==> config.mk <==
export PLATFORM = sky130hd
export DESIGN_NAME = ring_buffer_deque
export DESIGN_NICKNAME = d
export VERILOG_FILES = /design/src/rtl/rbd_pkg.sv /design/src/rtl/ring_buffer_deque.sv
export VERILOG_INCLUDE_DIRS = /design/src /design/src/rtl
export SDC_FILE = /design/constraint.sdc
export NUM_CORES = 2
export LEC_CHECK = 0
export ABC_AREA = 1
export ABC_CLOCK_PERIOD_IN_PS = 6600
export BUFFER_PORTS_ARGS = -buffer_cell sky130_fd_sc_hd__clkbuf_2
export CORE_ASPECT_RATIO = 1.2
export CORE_UTILIZATION = 35
export CTS_BUF_LIST = sky130_fd_sc_hd__clkbuf_16
export CTS_CLUSTER_SIZE = 14
export DETAILED_ROUTE_END_ITERATION = 7
export HOLD_SLACK_MARGIN = 0.02
export SYNTH_ARGS = -nofsm -noshare
export SYNTH_HDL_FRONTEND = slang
export SYNTH_SLANG_ARGS = --single-unit
==> constraint.sdc <==
create_clock -name clock -period 6.6 [get_ports clock]
set_input_delay 0.66 -clock clock [delete_from_list [all_inputs] [get_ports clock]]
set_output_delay 0.66 -clock clock [all_outputs]
set_load 0.05 [all_outputs]
==> src/rtl/ring_buffer_deque_macros.svh <==
// Assertion macros for the ring buffer deque.
// Included by the files that carry concurrent assertions; no other dependencies.
`ifndef RING_BUFFER_DEQUE_MACROS_SVH
`define RING_BUFFER_DEQUE_MACROS_SVH

// Same-cycle implication, disabled during reset.
`define RBD_ASSERT_SAME(label, clk, rst, ante, cons, msg) \
   label: assert property (@(posedge clk) disable iff (rst) (ante) |-> (cons)) \
      else $error(msg);

// Next-cycle implication, disabled during reset.
`define RBD_ASSERT_NEXT(label, clk, rst, ante, cons, msg) \
   label: assert property (@(posedge clk) disable iff (rst) (ante) |=> (cons)) \
      else $error(msg);

`endif

==> src/rtl/rbd_pkg.sv <==
// Shared types and constants of the ring buffer deque.
// No dependencies; imported by ring_buffer_deque.
package rbd_pkg;

   localparam int REQ_W  = 3;
   localparam int IDX_W  = 6;
   localparam int CAP_W  = 7;
   localparam int CNT_W  = 7;
   localparam int STAT_W = 2;

   localparam logic [CAP_W-1:0] CAP_RESET = 7'd64;

   typedef enum logic [REQ_W-1:0] {
      OP_PUSH_BACK  = 3'd0,
      OP_PUSH_FRONT = 3'd1,
      OP_POP_BACK   = 3'd2,
      OP_POP_FRONT  = 3'd3,
      OP_READ       = 3'd4
   } req_op_type;

   typedef enum logic [STAT_W-1:0] {
      ST_OK    = 2'd0,
      ST_FULL  = 2'd1,
      ST_EMPTY = 2'd2,
      ST_RANGE = 2'd3
   } status_type;

endpackage

==> src/rtl/ring_buffer_deque.sv <==
// Ring buffer deque: push/pop at either end and indexed read over a slot memory.
// Depends on rbd_pkg and ring_buffer_deque_macros.svh.
//
//   channel | direction | handshake          | content
//   --------+-----------+--------------------+-----------------------------------
//   req_    | in        | req_valid/req_stall | request type, push value, index
//   rsp_    | out       | rsp_valid/rsp_stall | status, read data, ends, count
//   csr_    | in        | csr_valid/csr_ready | capacity in use
//
// Push, pop, unknown and out-of-range read requests step through S_RD and S_DONE; a read
// in range steps through S_RD, one S_MOD pass per capacity subtraction of head + index
// (one when the index runs past the ring end, more only after capacity has been lowered
// below the count), S_RDX and S_DONE. Items follow with no gap while the result register
// drains; a stalled result holds. After a capacity write, head and tail are reduced by one
// subtraction per cycle before the next item is taken. Reset is synchronous: pointers and
// count clear, capacity returns to 64, slot contents stay undefined until written.
`include "ring_buffer_deque_macros.svh"

module ring_buffer_deque #(
   parameter int DEPTH = 64,
   parameter int WIDTH = 32
) (
   input  logic                       clock,
   input  logic                       reset,
   input  logic                       req_valid,
   output logic                       req_stall,
   input  logic [rbd_pkg::REQ_W-1:0]  req_type,
   input  logic [WIDTH-1:0]           req_push_value,
   input  logic [rbd_pkg::IDX_W-1:0]  req_logical_index,
   output logic                       rsp_valid,
   input  logic                       rsp_stall,
   output logic [rbd_pkg::STAT_W-1:0] rsp_status,
   output logic [WIDTH-1:0]           rsp_read_data,
   output logic [WIDTH-1:0]           rsp_front_value,
   output logic [WIDTH-1:0]           rsp_back_value,
   output logic [rbd_pkg::CNT_W-1:0]  rsp_element_count,
   output logic                       rsp_is_empty,
   input  logic                       csr_valid,
   output logic                       csr_ready,
   input  logic [rbd_pkg::CAP_W-1:0]  csr_capacity_in_use
);
   import rbd_pkg::*;

   localparam int AW = $clog2(DEPTH);
   localparam int PW = ((AW + 1) > CAP_W) ? (AW + 1) : CAP_W;
   localparam int SW = PW + 1;

   typedef enum logic [2:0] {
      S_IDLE,
      S_RD,
      S_MOD,
      S_RDX,
      S_DONE
   } state_type;

   logic [WIDTH-1:0] slot_mem [DEPTH];

   state_type         state_ff,  state_in;
   logic [AW-1:0]     head_ff,   head_in;
   logic [AW-1:0]     tail_ff,   tail_in;
   logic [CNT_W-1:0]  count_ff,  count_in;
   logic [CAP_W-1:0]  cap_ff,    cap_in;
   req_op_type        op_ff,     op_in;
   status_type        status_ff, status_in;
   logic [SW-1:0]     sum_ff,    sum_in;
   logic              rsp_valid_ff,  rsp_valid_in;
   logic [STAT_W-1:0] rsp_status_ff, rsp_status_in;
   logic [WIDTH-1:0]  rsp_read_ff,   rsp_read_in;
   logic [WIDTH-1:0]  rsp_front_ff,  rsp_front_in;
   logic [WIDTH-1:0]  rsp_back_ff,   rsp_back_in;
   logic [CNT_W-1:0]  rsp_count_ff,  rsp_count_in;
   logic              rsp_empty_ff,  rsp_empty_in;

   logic [WIDTH-1:0]  front_rd_ff;
   logic [WIDTH-1:0]  back_rd_ff;
   logic [WIDTH-1:0]  index_rd_ff;

   logic [PW-1:0]     ecap;
   logic [PW-1:0]     head_x;
   logic [PW-1:0]     tail_x;
   logic [PW-1:0]     count_x;
   logic [SW-1:0]     sum_red;
   logic              pos_ok;
   logic              out_free;
   logic              accept;
   logic              load_rsp;
   logic              wr_en;
   logic [AW-1:0]     wr_addr;
   logic [AW-1:0]     rd0_addr;
   logic [AW-1:0]     back_addr;
   req_op_type        req_op;

   function automatic logic [PW-1:0] wrap_inc(input logic [PW-1:0] x,
                                              input logic [PW-1:0] c);
      logic [PW-1:0] nx;
      nx = x + PW'(1);
      return (nx == c) ? '0 : nx;
   endfunction

   function automatic logic [PW-1:0] wrap_dec(input logic [PW-1:0] x,
                                              input logic [PW-1:0] c);
      return (x == '0) ? (c - PW'(1)) : (x - PW'(1));
   endfunction

   always_comb begin
      ecap = PW'(cap_ff);
      if (cap_ff == '0) begin
         ecap = PW'(1);
      end else if (PW'(cap_ff) > PW'(DEPTH)) begin
         ecap = PW'(DEPTH);
      end
   end

   assign head_x    = PW'(head_ff);
   assign tail_x    = PW'(tail_ff);
   assign count_x   = PW'(count_ff);
   assign pos_ok    = (head_x < ecap) && (tail_x < ecap);
   assign out_free  = !rsp_valid_ff || !rsp_stall;
   assign load_rsp  = (state_ff == S_DONE) && out_free;
   assign req_stall = !(pos_ok && ((state_ff == S_IDLE) || load_rsp));
   assign accept    = req_valid && !req_stall;
   assign req_op    = req_op_type'(req_type);
   assign sum_red   = sum_ff - SW'(ecap);
   assign back_addr = AW'(wrap_dec(tail_x, ecap));
   assign rd0_addr  = (state_ff == S_RDX) ? AW'(sum_ff) : head_ff;
   assign csr_ready = 1'b1;

   always_comb begin
      state_in      = state_ff;
      head_in       = head_ff;
      tail_in       = tail_ff;
      count_in      = count_ff;
      cap_in        = cap_ff;
      op_in         = op_ff;
      status_in     = status_ff;
      sum_in        = sum_ff;
      rsp_valid_in  = rsp_valid_ff;
      rsp_status_in = rsp_status_ff;
      rsp_read_in   = rsp_read_ff;
      rsp_front_in  = rsp_front_ff;
      rsp_back_in   = rsp_back_ff;
      rsp_count_in  = rsp_count_ff;
      rsp_empty_in  = rsp_empty_ff;
      wr_en         = 1'b0;
      wr_addr       = tail_ff;

      if (csr_valid) begin
         cap_in = csr_capacity_in_use;
      end

      unique case (state_ff)
         S_IDLE: begin
         end
         S_RD: begin
            if ((op_ff == OP_READ) && (status_ff == ST_OK)) begin
               state_in = (sum_ff >= SW'(ecap)) ? S_MOD : S_RDX;
            end else begin
               state_in = S_DONE;
            end
         end
         S_MOD: begin
            sum_in = sum_red;
            if (sum_red < SW'(ecap)) begin
               state_in = S_RDX;
            end
         end
         S_RDX: begin
            state_in = S_DONE;
         end
         S_DONE: begin
            if (out_free) begin
               state_in = S_IDLE;
            end
         end
         default: begin
            state_in = S_IDLE;
         end
      endcase

      // drain or refill the result register
      if (load_rsp) begin
         rsp_valid_in  = 1'b1;
         rsp_status_in = status_ff;
         rsp_read_in   = ((op_ff == OP_READ) && (status_ff == ST_OK)) ? index_rd_ff : '0;
         rsp_front_in  = (count_ff == '0) ? '0 : front_rd_ff;
         rsp_back_in   = (count_ff == '0) ? '0 : back_rd_ff;
         rsp_count_in  = count_ff;
         rsp_empty_in  = (count_ff == '0);
      end else if (!rsp_stall) begin
         rsp_valid_in  = 1'b0;
      end

      if (accept) begin
         state_in  = S_RD;
         op_in     = req_op;
         status_in = ST_OK;
         sum_in    = SW'(head_x) + SW'(req_logical_index);
         unique case (req_op)
            OP_PUSH_BACK: begin
               if (count_x >= ecap) begin
                  status_in = ST_FULL;
               end else begin
                  wr_en    = 1'b1;
                  wr_addr  = tail_ff;
                  tail_in  = AW'(wrap_inc(tail_x, ecap));
                  count_in = count_ff + CNT_W'(1);
               end
            end
            OP_PUSH_FRONT: begin
               if (count_x >= ecap) begin
                  status_in = ST_FULL;
               end else begin
                  wr_en    = 1'b1;
                  wr_addr  = AW'(wrap_dec(head_x, ecap));
                  head_in  = AW'(wrap_dec(head_x, ecap));
                  count_in = count_ff + CNT_W'(1);
               end
            end
            OP_POP_BACK: begin
               if (count_ff == '0) begin
                  status_in = ST_EMPTY;
               end else begin
                  tail_in  = AW'(wrap_dec(tail_x, ecap));
                  count_in = count_ff - CNT_W'(1);
               end
            end
            OP_POP_FRONT: begin
               if (count_ff == '0) begin
                  status_in = ST_EMPTY;
               end else begin
                  head_in  = AW'(wrap_inc(head_x, ecap));
                  count_in = count_ff - CNT_W'(1);
               end
            end
            OP_READ: begin
               if (CNT_W'(req_logical_index) >= count_ff) begin
                  status_in = ST_RANGE;
               end
            end
            default: begin
            end
         endcase
      end else if (!pos_ok) begin
         // fold head and tail back under a lowered capacity
         if (head_x >= ecap) begin
            head_in = AW'(head_x - ecap);
         end
         if (tail_x >= ecap) begin
            tail_in = AW'(tail_x - ecap);
         end
      end
   end

   always_ff @(posedge clock) begin
      if (reset) begin
         state_ff     <= S_IDLE;
         head_ff      <= '0;
         tail_ff      <= '0;
         count_ff     <= '0;
         cap_ff       <= CAP_RESET;
         rsp_valid_ff <= 1'b0;
      end else begin
         state_ff     <= state_in;
         head_ff      <= head_in;
         tail_ff      <= tail_in;
         count_ff     <= count_in;
         cap_ff       <= cap_in;
         rsp_valid_ff <= rsp_valid_in;
      end
      op_ff         <= op_in;
      status_ff     <= status_in;
      sum_ff        <= sum_in;
      rsp_status_ff <= rsp_status_in;
      rsp_read_ff   <= rsp_read_in;
      rsp_front_ff  <= rsp_front_in;
      rsp_back_ff   <= rsp_back_in;
      rsp_count_ff  <= rsp_count_in;
      rsp_empty_ff  <= rsp_empty_in;
   end

   always_ff @(posedge clock) begin
      if (wr_en) begin
         slot_mem[wr_addr] <= req_push_value;
      end
   end

   always_ff @(posedge clock) begin
      if (state_ff == S_RD) begin
         front_rd_ff <= slot_mem[rd0_addr];
         back_rd_ff  <= slot_mem[back_addr];
      end
      if (state_ff == S_RDX) begin
         index_rd_ff <= slot_mem[rd0_addr];
      end
   end

   assign rsp_valid         = rsp_valid_ff;
   assign rsp_status        = rsp_status_ff;
   assign rsp_read_data     = rsp_read_ff;
   assign rsp_front_value   = rsp_front_ff;
   assign rsp_back_value    = rsp_back_ff;
   assign rsp_element_count = rsp_count_ff;
   assign rsp_is_empty      = rsp_empty_ff;

   `RBD_ASSERT_SAME(a_accept_pos_ok, clock, reset, accept, (head_x < ecap) && (tail_x < ecap), "item taken with head or tail beyond capacity")
   `RBD_ASSERT_SAME(a_index_in_range, clock, reset, state_ff == S_RDX, sum_ff < SW'(ecap), "indexed read address not reduced below capacity")
   `RBD_ASSERT_SAME(a_rsp_from_done, clock, reset, $rose(rsp_valid_ff), $past(state_ff == S_DONE), "result raised outside the finishing state")
   `RBD_ASSERT_NEXT(a_push_counts, clock, reset, accept && (req_op == OP_PUSH_BACK || req_op == OP_PUSH_FRONT) && (count_x < ecap), count_ff == $past(count_ff) + CNT_W'(1), "accepted push did not advance the count")
   `RBD_ASSERT_SAME(a_count_bound, clock, reset, 1'b1, PW'(count_ff) <= PW'(DEPTH), "element count beyond memory depth")

endmodule
# == Word-level counts from Yosys, hierarchy flattened ==
# Memory sizes are Yosys's and may differ from the RTL's. A register that Yosys moved wholly into a read port is not among the register bits.
# Index checks and enable logic that the tools add are counted.
# classes
bitwise_logic,1
n_mux,44
n_addsub,11
eq_ne,26
reduce_logical,29
order_cmp,9
# ops
op,count
2-to-1 mux 6 bit,18
zero test 7 bit,4
2-to-1 mux 7 bit,4
case mux 6 bit (2 select lines),2
greater-or-equal comparator 6 x 7 -> 1 bit,3
"!= test 3 bit, second input constant",6
"subtractor 6 x 1 -> 6 bit, second input constant",3
2-to-1 mux 8 bit,2
case mux 3 bit (5 select lines),1
"adder 6 x 1 -> 7 bit, second input constant",2
== test 7 bit,2
< comparator 6 x 7 -> 1 bit,2
case mux 7 bit (2 select lines),1
"== test 3 x 2 -> 1 bit, second input constant",4
subtractor 6 bit,2
2-to-1 mux 1 bit,10
"!= test 2 bit, second input constant",5
AND reduction 5 bit,2
"== test 3 bit, second input constant",3
2-to-1 mux 3 bit,3
greater-or-equal comparator 8 x 7 -> 1 bit,1
< comparator 8 x 7 -> 1 bit,1
nonzero test 2 bit,4
subtractor 8 x 7 -> 8 bit,1
other kinds (19),34
# word_totals
word_cells,139
in_bits,53
mem_count,1
regBits,213
output_inout_bits,109
ram_bits,2048
# memory_table
name,depth,width,read_ports,rd_clocked_by_memory_dff,wr,line,rtl
slot_mem,64,32,2,1,1,ring_buffer_deque.sv:56,logic [WIDTH-1:0] slot_mem [DEPTH];

# == Depth between registers and ports, before layout ==
# depth
depth_word,10
mapped_depth,20
mapped_depth_nobuf,20

# == Worst setup path after synthesis ==
# OpenSTA, ideal clock, no wires.
# synth_timing
path_kind,input to register
from,input port rsp_stall
to,"register rsp_back_ff[0] (netlist: rsp_back_value[0]), enable pin"
path_slack_ns,0.819
stages,3
arrival_ns,5.208
setup_time_ns,0.573
required_ns,6.027
n_path_buf,0
cell_sequence,nand2_1 inv_1 nor2_1
# synth_between
elab_chain_cells,3
# synth_rtl
item,line,rtl
start: declaration,ring_buffer_deque.sv:31,"input logic rsp_stall,"
zero test 1 bit,n/a,
logical OR 1 bit,ring_buffer_deque.sv:118,assign out_free = !rsp_valid_ff || !rsp_stall;
logical AND 1 bit,ring_buffer_deque.sv:119,assign load_rsp = (state_ff == S_DONE) && out_free;
named net load_rsp,ring_buffer_deque.sv:86,logic load_rsp;
end signal: assignment,ring_buffer_deque.sv:276,rsp_back_ff <= rsp_back_in;
end: declaration,ring_buffer_deque.sv:70,"logic [WIDTH-1:0] rsp_back_ff, rsp_back_in;"
# The timed path passes the listed nets, and every way through them passes these cells.
# A chain may end at the register's enable or synchronous reset.

# == Final worst setup path ==
# layout_timing
from,register cap_ff[2]
to,"memory slot_mem[41][11], enable pin"
# layout_between
elab_chain_cells,10
word_cells_on_any_way,20
cone_classes,1 x add/sub; 4 x order compare; 11 x mux; 4 x reduce/logical
# layout_rtl
item,line,rtl
start: declaration,ring_buffer_deque.sv:62,"logic [CAP_W-1:0] cap_ff, cap_in;"
start signal: assignment,ring_buffer_deque.sv:267,cap_ff <= cap_in;
> comparator 7 bit,ring_buffer_deque.sv:109,end else if (PW'(cap_ff) > PW'(DEPTH)) begin
2-to-1 mux 7 bit,ring_buffer_deque.sv:109,
2-to-1 mux 7 bit *,ring_buffer_deque.sv:107,if (cap_ff == '0) begin
< comparator 6 x 7 -> 1 bit,ring_buffer_deque.sv:117,assign pos_ok = (head_x < ecap) && (tail_x < ecap);
logical AND 1 bit,ring_buffer_deque.sv:117,
logical AND 1 bit,ring_buffer_deque.sv:120,assign req_stall = !(pos_ok && ((state_ff == S_IDLE) || load_rsp));
logical AND 1 bit,ring_buffer_deque.sv:121,assign accept = req_valid && !req_stall;
2-to-1 mux 1 bit,ring_buffer_deque.sv:193,if (accept) begin
2-to-1 mux 1 bit,ring_buffer_deque.sv:282,if (wr_en) begin
2-to-1 mux 1 bit (implied by the code),ring_buffer_deque.sv:283,slot_mem[wr_addr] <= req_push_value;
end: declaration,ring_buffer_deque.sv:56,
# Mark *: on every way between the ends. The rest lies on a longest branch, timed or not.

==> summary.txt <==
Run status
  • Run status: finished, violations left
  • Violated checks: design-rule violations

Timing
  • Minimum clock period: 5720 ps
  • Final worst-path setup slack: 880 ps
  • RSZ-0062 raised after global routing: no
  • Max-slew violations: 0
  • Setup Viol. Count Final: 0
  • Rel. slew slack: 20.2%
  • Setup Skew: 89.3 ps
  • Max Freq: 0.175 GHz
  • Worst Max-Slew Pin Slew: 1200 ps
  • Setup_tns: 0 ps
  • Post-route clock period utilization: 86.7%
  • Hold Fails Final Rpt: 0

Placed design
  • GP Congestion: 0.928
  • DP HPWL: 263000 um
  • Pre-CTS setup slack: 1010 ps
  • # placed instances: 17300
  • Port Buf Inserts: 160

Clock tree
  • CTS Buf Count: 229
  • CTS root buf: clkbuf_16
  • Clk buf depth: 4
  • Worst-path clk slew: 60 ps
  • # Post-CTS Setup Buffers: 0
  • Clk sinks: 2293
  • CTS H-Tree Depth: 4
  • Clk Latency, worst-skew pair: 950 ps
  • CTS tree: yes

Die
  • Die area: 345000 sq um
  • Num ports: 162
  • Initial core utilization: 35.1%
  • Die Y: 643 um
  • Die W: 536 um
  • Core Rows: 235
  • Core box area: 341000 sq um

Logic synthesis
  • Mapped Area: 120000 sq um
  • Post-synthesis compound-gate area fraction: 8.87%
  • Synth cell types: 43
  • Post-synthesis net count: 13400
  • Post-synthesis register bit count: 2293
  • Multiplexer share of the synthesized area: 0%
  • Post-Synth Simple-Gate Area: 22.2%
  • Xor/xnor share of the synthesized area: 0.307%
  • Share of the yosys chip area belonging to registers: 57.2%
  • Synth Area in Adders: 0.679%
  • Main combinational cell family by area after synthesis: simple AND/OR/NAND/NOR gates
  • Synthesis warning total: 0
  • Syn_area_per_cell: 9.03 sq um
  • Mapped Cells: 13300

Worst setup path
  • Reg-to-reg critical path endpoint: slot_mem[41][11]
  • Reg2reg start: cap_ff[2]
  • Worst Setup Start Kind: flop
  • Critical path arrival: 6290 ps
  • CP endpoint: slot_mem[41][11]
  • Crit Path Max Fanout: 26
  • Crit. Startpoint: cap_ff[2]
  • WS Path Type: flop to flop
  • WP data required: 7170 ps
  • CP endpoint kind: flop
  • Reg2Reg Depth: 16
  • Reg2Reg Setup Slack: 880 ps

GRT
  • Initial antenna violation count: 12
  • Gr usage total: 25.1%
  • First-pass GRT wire length: 639000 um
  • Vias in the first global route: 92700
  • GR Overflow Total: 0
  • Largest net degree at the start of global routing: 181

Drt
  • Post-Route WL: 445000 um
  • DRT iter0 DRCs: 13000
  • Residual DRC: 2
  • DR vias: 98900
  • Routed Antenna Nets: 0
  • First drt pass iteration count: 8
  • Drt wl/cell: 25.1 um
  • Vias per Instance: 5.59

Final layout
  • Seq. cell area: 68600 sq um
  • Multi-input gate area: 39100 sq um
  • Fin cells: 17700
  • P&R area growth vs syn: 11.0%
  • Layout cells sized above 1: 6.94%
  • Final core occ: 39.0%
  • Number of nets in the layout: 13100
  • Filler cells: 33400

Worst hold path
  • Hold WC Path Type: primary input to flop

Pwr
  • Leakage: 52.2 nW
  • Power Density: 541 nW/um^2
  • Power Total: 72.0 mW
  • VDD IR max: 0.000754 V

Run
  • Max-Cap Viols: 0
[layer usage]
| layer | wire length [um] | GRT usage [%] | vias up |
|---|---|---|---|
| li1 | - | - | 44700 |
| met1 | 164000 | 30.9 | 47500 |
| met2 | 201000 | 39.6 | 5538 |
| met3 | 41300 | 3.91 | 1179 |
| met4 | 38300 | 18.9 | 6 |
| met5 | 41 | 0 | - |
[area by class of cell]
cell class | count | area share (%)
repair buffers | 474 | 3.23
clock buffers | 232 | 4.36
diodes | 9 | 0.0169
flip-flops and latches | 2293 | 51.5
multi-input cells | 7854 | 29.4
well taps | 4503 | 4.24
inverters | 2161 | 6.15
clock inverters | 173 | 1.11
[timing repair]
action,CTS,global route
endpoints found under the hold margin,8,0
resized for setup,0,0
hold buffers,7,0
endpoints found under the setup margin,0,0
[where the power goes]
group          total, mW  leakage [nW]  switching, mW  internal (mW)
Sequential          17.2          20.6          0.380           16.9
Clock               13.2          3.69           5.88           7.28
Combinational       41.6          27.9           31.2           10.4
Total               72.0          52.2           37.5           34.5
[state kept, by name (all words and copies together), names as in the netlist]
| signal | count |
|---|---|
| sum_ff | 8 |
| rsp_is_empty | 1 |
| op_ff | 3 |
| head_ff | 6 |
| state_ff | 3 |
| rsp_valid | 1 |
| rsp_element_count | 7 |
| slot_mem | 2048 |
| count_ff | 7 |
| status_ff | 2 |
| tail_ff | 6 |
| cap_ff | 7 |
| rsp_front_value | 32 |
| rsp_back_value | 32 |
| index_rd_ff | 32 |
| rsp_status | 2 |
| back_rd_ff | 32 |
| rsp_read_data | 32 |
| front_rd_ff | 32 |
[cell usage in the layout (no fill, tap or decap), types with 24 or more instances in the layout]
master and n:
dfxtp_1 30, o21ai_0 711, edfxtp_1 2263, buf_4 227
clkinv_2 32, clkinv_1 58, bufinv_16 24, a21oi_1 569
ha_1 57, o21ai_1 42, nor2_4 67, nand3b_1 28
clkbuf_16 232, nor2_1 223, o211ai_1 510, xor2_1 34
nand2_1 2195, clkbuf_2 142, inv_1 2177, buf_12 88
nand3_1 3323
[cell families (layout without fill, tap and decap cells)]
family	count (synthesis)	in the layout
simple gates	5893	5893
flops	2293	2293
compound gates	1856	1856
other cells	1	10
xor+xnor	42	42
buf+inv	3129	3040
fa+ha+maj	62	62
[through the flow]
stage | cell area [sq um] | hold WS (ps)
2_1_floorplan | 120000 | 427
3_3_place_gp | 126000 | 434
3_5_place_dp | 126000 | 440
4_1_cts | 133000 | 27.1
5_1_grt | 133000 | 61.6
6_report | 133000 | 56.5
[critical path, cell delays in order, from the launching register on]
cell and delay, ps:
dfxtp_1 370, nor2_1 160, nand3_1 110, nand2_2 150
nand2_1 370, ha_1 480, a21o_1 190, a22oi_1 130
nand2_1 120, nor2_2 160, nand3_4 300, nor2_4 280
nand3_1 150, a21oi_1 450, nand2_1 740, nor2_4 770
buf_4 390
[cells in the mapped netlist, drive strengths merged]
library cell	count	area, sq um
nand3	3337	16800
edfxtp	2263	68000
nand2	2209	8320
inv	2161	8120
o21ai	763	3850
buf	644	3500
a21oi	569	2850
o211ai	510	3830
clkbuf	324	1220
nor2	295	1140
ha	57	713
xor2	34	298
dfxtp	30	601
nand3b	28	210
nand4	12	75.1
xnor2	8	70.1
o21a	7	52.6
or2	6	37.5
fa	5	100
a21o	4	30.0
nor4	3	18.8
nor3	2	10.0
a22oi	1	7.51
a41oi	1	8.76
and2	1	6.26
conb	1	3.75
o21bai	1	7.51
[how the worst min path moves through the flow]
stage | start | to | slack, ps | cells past startpoint
detailed placement | status_ff[1] | rsp_status[1] | 440 | 0
floorplan | status_ff[1] | rsp_status[1] | 430 | 0
global route | csr_capacity_in_use[6] | cap_ff[6] | 60 | 3
finish | csr_capacity_in_use[6] | cap_ff[6] | 60 | 3
CTS | csr_capacity_in_use[6] | cap_ff[6] | 30 | 3
global placement | status_ff[1] | rsp_status[1] | 430 | 0
Note: power is estimated with default switching activity, not from simulation.
